===== config.mk =====
export PLATFORM = sky130hd
export DESIGN_NAME = srd_front
export DESIGN_NICKNAME = d
export VERILOG_FILES = /design/src/design/srd_pkg.sv /design/src/design/srd_front.sv
export SDC_FILE = /design/constraint.sdc
export NUM_CORES = 1
export LEC_CHECK = 0
export BUFFER_PORTS_ARGS = -buffer_cell sky130_fd_sc_hd__buf_2
export CORE_MARGIN = 2
export CORE_UTILIZATION = 53
export DETAILED_ROUTE_END_ITERATION = 16
export PLACE_DENSITY_LB_ADDON = 0.12
export SYNTH_ARGS = -nofsm -noshare
export SYNTH_HDL_FRONTEND = slang
export SYNTH_SLANG_ARGS = --single-unit

===== constraint.sdc =====
create_clock -name clk -period 6.54 [get_ports clk]
set_clock_uncertainty 0.2 [all_clocks]
set_input_delay 1.962 -clock clk [delete_from_list [all_inputs] [get_ports clk]]
set_output_delay 1.962 -clock clk [all_outputs]
set_load 0.05 [all_outputs]

===== src/design/srd_pkg.sv =====
package srd_pkg;

	localparam int DATA_W = 32;

	// word accepted from the requester
	typedef struct packed {
		logic signed [DATA_W-1:0] dividend;
		logic signed [DATA_W-1:0] divisor;
	} req_word_t;

	// word handed to the receiver
	typedef struct packed {
		logic signed [DATA_W-1:0] quotient;
		logic signed [DATA_W-1:0] remainder;
	} rsp_word_t;

	// classified job: operand magnitudes and the sign fixes to apply at the end
	typedef struct packed {
		logic [DATA_W-1:0] mag_a;
		logic [DATA_W-1:0] mag_b;
		logic              neg_q;
		logic              neg_r;
	} job_t;

endpackage


===== src/design/srd_front.sv =====
module srd_front (
	input  logic              clk,
	input  logic              arst_n,
	input  logic              req_valid,
	output logic              req_ready,
	input  srd_pkg::req_word_t req,
	output logic              job_valid,
	input  logic              job_ready,
	output srd_pkg::job_t     job
);

	logic          valid_s1;
	srd_pkg::job_t job_s1;
	srd_pkg::job_t job_d;
	logic          sign_a;
	logic          sign_b;

	// magnitudes keep the most negative pattern, read unsigned it is exact
	always_comb begin
		sign_a      = req.dividend[srd_pkg::DATA_W-1];
		sign_b      = req.divisor[srd_pkg::DATA_W-1];
		job_d.mag_a = sign_a ? (~req.dividend + 1'b1) : req.dividend;
		job_d.mag_b = sign_b ? (~req.divisor + 1'b1) : req.divisor;
		job_d.neg_q = sign_a ^ sign_b;
		job_d.neg_r = sign_a;
	end

	assign req_ready = !valid_s1 || job_ready;
	assign job_valid = valid_s1;
	assign job       = job_s1;

	always_ff @(posedge clk or negedge arst_n) begin
		if (!arst_n) begin
			valid_s1 <= 1'b0;
		end else if (req_ready) begin
			valid_s1 <= req_valid;
		end
	end

	always_ff @(posedge clk) begin
		if (req_ready && req_valid) begin
			job_s1 <= job_d;
		end
	end

endmodule


# Yosys cells after proc, flatten, opt, wreduce, memory -nomap -nowiden
# Cells that the tools add are included.
[word_totals]
regBits = 67
out_inout_bits = 68
word_cells = 17
[op_classes]
addsub = 2
muxes = 2
n_bitwise = 3
n_reduce_logical = 3
[ops]
columns = ["cell", "count"]
rows = [
  ["32-bit by 1-bit adder with 32-bit output (second input constant)", 2],
  ["32-bit inverter", 2],
  ["31-bit 2-to-1 mux", 2],
  ["1-bit logical AND", 1],
  ["1-bit logical NOT", 1],
  ["1-bit logical OR", 1],
  ["1-bit bitwise XOR", 1],
]

# Logic depth before layout (Yosys ltp)
[logic_depth]
ltp_word = 3
depth_mapped = 6
ltp_nobuf = 6

# Worst setup path after synthesis
# No wires, ideal clock.
[synth_timing]
kind = "in2reg"
from = "input job_ready"
to = "register job_s1 (netlist bit job[0]), enable pin"
t_arrival_ps = 4058
t_required_ps = 5909
slack_ps = 1852
path_stages = 2
path_cell_list = "nand2b_1 > and2_1"
[synth_between]
elab_chain_len = 2
[synth_lines]
columns = ["item", "line_no", "text"]
rows = [
  ["start: declaration", "srd_front.sv:8", "input logic job_ready,"],
  ["1-bit logical OR", "srd_front.sv:28", "assign req_ready = !valid_s1 || job_ready;"],
  ["1-bit logical AND", "srd_front.sv:41", "if (req_ready && req_valid) begin"],
  ["end signal: assignment", "srd_front.sv:42", "job_s1 <= job_d;"],
  ["end: declaration", "srd_front.sv:13", "srd_pkg::job_t job_s1;"],
]
# No other way between the ends.
# A chain may end at the register's enable or synchronous reset.

# Final worst setup path
[layout_timing]
from = "input job_ready"
to = "output req_ready"
[layout_between]
elab_chain_len = 1
[layout_lines]
columns = ["item", "line_no", "text"]
rows = [
  ["1-bit logical OR", "srd_front.sv:28", ""],
  ["end: declaration", "srd_front.sv:5", "output logic req_ready,"],
]
# No other way between the ends.

==> impl_results.md <==
* Status: complete, no violations
* Max FO, Critical Path at 3
* Wirelength per Cell at roughly 15 um
* H-tree levels at 3
* CORE AREA at between 6000 and 7000 um^2
* CTS Hold Buffers Added at 0
* Net count, final at between 400 and 500
* Worst EP arrival at between 2 and 2.5 ns
* Vias in the first global route at 2666
* Worst slew margin at 0.523
* Area growth, synth to finish at 25.5%
* Final antenna-violating net count at 0
* Reg clk slew, reported paths at 0.06 ns
* Top_reg_cell synth: edfxtp_1
* CP Launch Type: input pin
* Total power after layout at around 1.1 mW
* Pre-antenna DRT Iters at 5
* Initial antenna violation count at 0
* DRT iter0 DRCs at between 100 and 150
* Hpwl dp at slightly below 6000 um
* Pwr per Cell Area at 235 nW/um^2
* Initial Util at 0.556
* Worst min path class: reg2reg
* RSZ-0062 raised after global routing: false
* Setup CP Type: in2out
* Die W at roughly 86 um
* Area leader, netlist: edfxtp_1
* Number of CTS-inserted buffers at 9
* Post-Place Cells at just under 500
* Share of flip-flops with an asynchronous set or reset at 0.0149
* CTS Buffer Depth at 2
* CP Data Required Time at 4.38 ns
* FMAX at about 220 MHz
* Register bit total from synthesis at between 60 and 70
* Largest net degree at the start of global routing at 36
* Routability cong. at between 0.8 and 0.9
* Setup TNS Final at 0 ns
* Clock Latency Late Sink at between 0.3 and 0.4 ns
* Mapped Cells at about 280
* N_diodes at 0
* Final hold viol count at 0
* Mapped Avg Cell Area at ~13 um^2
* Post-CTS Setup Bufs at 0
* Top-area cell type share of the netlist area at 0.555
* Die Area at 7410 um^2
* Total number of vias at 2753
* IO Count at roughly 140
* Total Wirelength at 7740 um
* Final critical-path required period at between 4 and 5 ns
* Final setup fails at 0
* CTS Root Cell: clkbuf_8
* Sink Count at 67
* Vias per std cell at about 5.4
* Post-synth EDFFs at 66
* TritonCTS clock tree: done
* Proportion of layout cells with a drive suffix above 1 at 0.392
* Die height at about 86 um
* PortBufs at 135
* YS warnings at 0
* # rows at 29
* Sequential area share after synthesis at 0.562
* Worst Tran Pin Value at just over 0.7 ns
* Gr ovfl total at 0
* Netlist cell types at 30
* Finished Layout Cells at ~510
* Final Cycle Share at 0.705
* Synthesized area at 3570 um^2
* Total GRT Usage at 0.212
* Largest cells by area after synthesis: edfxtp_1, xnor2_1, o31ai_1, o41ai_2, nand2_1
* Slew Viols, Final at 0
* Residual DRC at 0
* First-pass GRT wire length at roughly 12000 um
* Max-Cap Viols at 0
* Number of instances resized during post-cts repair at 0
* P_leak at 1.66 nW
* Net Count, Synth at approximately 360
* Filler cells at approximately 510
* VDD IR max at 134 uV
* Critical path capture point type: primary output
## cell usage in the layout, fill, tap and decap left out
cell / netlist / final
or3_1: 4 / 4
clkinv_2: 0 / 4
buf_2: 0 / 135
dfrtp_1: 1 / 1
nand4_1: 6 / 6
o21ai_0: 14 / 14
clkbuf_8: 0 / 9
nand4_4: 1 / 1
edfxtp_1: 66 / 66
and2_2: 0 / 1
ha_1: 4 / 4
nor4_1: 6 / 6
nand4b_1: 1 / 1
buf_4: 0 / 1
o41ai_1: 6 / 6
nand3_2: 2 / 2
xnor2_1: 58 / 58
nor2_1: 7 / 7
nor4b_1: 2 / 2
o31ai_1: 20 / 20
nor3_2: 3 / 3
o41ai_2: 9 / 9
or2_2: 1 / 1
xor2_1: 1 / 1
nor4_4: 2 / 2
or4_1: 1 / 1
nor2b_1: 1 / 1
nor3_1: 12 / 12
inv_1: 7 / 7
clkbuf_1: 3 / 3
nand3_1: 7 / 7
nand2_1: 29 / 29
nand2b_1: 5 / 5
## through the flow
step | hold slack [ns] | utilization | worst slack (ns) | instance area, um^2
after global placement | 0.295 | 0.674 | 1.97 | 4330
after CTS | 0.362 | 0.698 | 1.93 | 4480
after global routing | 0.406 | 0.698 | 1.89 | 4480
after floorplan | 0.975 | - | 1.85 | 3570
after detailed placement | 0.347 | 0.674 | 1.93 | 4330
final | 0.362 | 0.698 | 1.93 | 4480
## state kept, by name, indices dropped and copies added (netlist names)
register   flops
job           66
job_valid      1
## path summary, 6_finish.rpt
| path | start | to | slack [ns] | depth (start not counted) |
|---|---|---|---|---|
| min in group asynchronous | arst_n | job_valid | 1.21 | 1 |
| worst max-delay path | job_ready | req_ready | 1.93 | 3 |
| worst max register to register | job_valid | job[33] | 4.32 | 3 |
| worst min register to register | job_valid | job_valid | 0.36 | 2 |
| worst min-delay path | job_valid | job_valid | 0.36 | 2 |
| max in group asynchronous | arst_n | job_valid | 4.85 | 1 |
## kinds of logic (layout without fill, tap and decap cells)
family,Yosys count,count (layout),synth area share
flip-flops,67,67,0.562
AO/OA/AOI/OAI,49,49,0.117
buffers and inverters,14,159,0.0147
adder cells (fa/ha/maj),4,4,0.0140
XOR/XNOR,59,59,0.145
AND/OR/NAND/NOR,91,91,0.148
## where the power goes
part           switching, mW  total (mW)  internal (mW)
registers            0.00718       0.521          0.513
clock network          0.144       0.279          0.135
logic                  0.184       0.256         0.0712
total                  0.335        1.06          0.720
## routing by layer
layer	vias up	wire length (um)	GRT usage
met4	0	146	0.0880
li1	1364	-	-
met1	1270	3350	0.276
met3	14	519	0.0433
met2	105	3730	0.347
met5	-	0	0
## area by class of cell
| cell class | count | area [um^2] | share of cell area |
|---|---|---|---|
| Timing Repair Buffer | 136 | 683 | 0.152 |
| Inverter | 7 | 26.3 | 0.00586 |
| Clock buffer | 12 | 135 | 0.0301 |
| Clock inverter | 4 | 20.0 | 0.00447 |
| Tap cell | 77 | 96.3 | 0.0215 |
| Sequential cell | 67 | 2010 | 0.448 |
| Multi-Input combinational cell | 203 | 1520 | 0.338 |
## synthesized netlist by cell type, types with 3 or more instances
library cell,number
o41ai_2,9
ha_1,4
inv_1,7
nand3_1,7
nand2_1,29
buf_1,4
or3_1,4
nand2b_1,5
clkbuf_1,3
nor3_1,12
o21ai_0,14
nor4_1,6
o31ai_1,20
nor2_1,7
edfxtp_1,66
nand4_1,6
nor3_2,3
xnor2_1,58
o41ai_1,6
## critical path, cell delays in order
cell and delay [ns]:
buf_2 0.08, nand2b_1 0.13, buf_2 0.28
(Power assumes the default switching activity.)
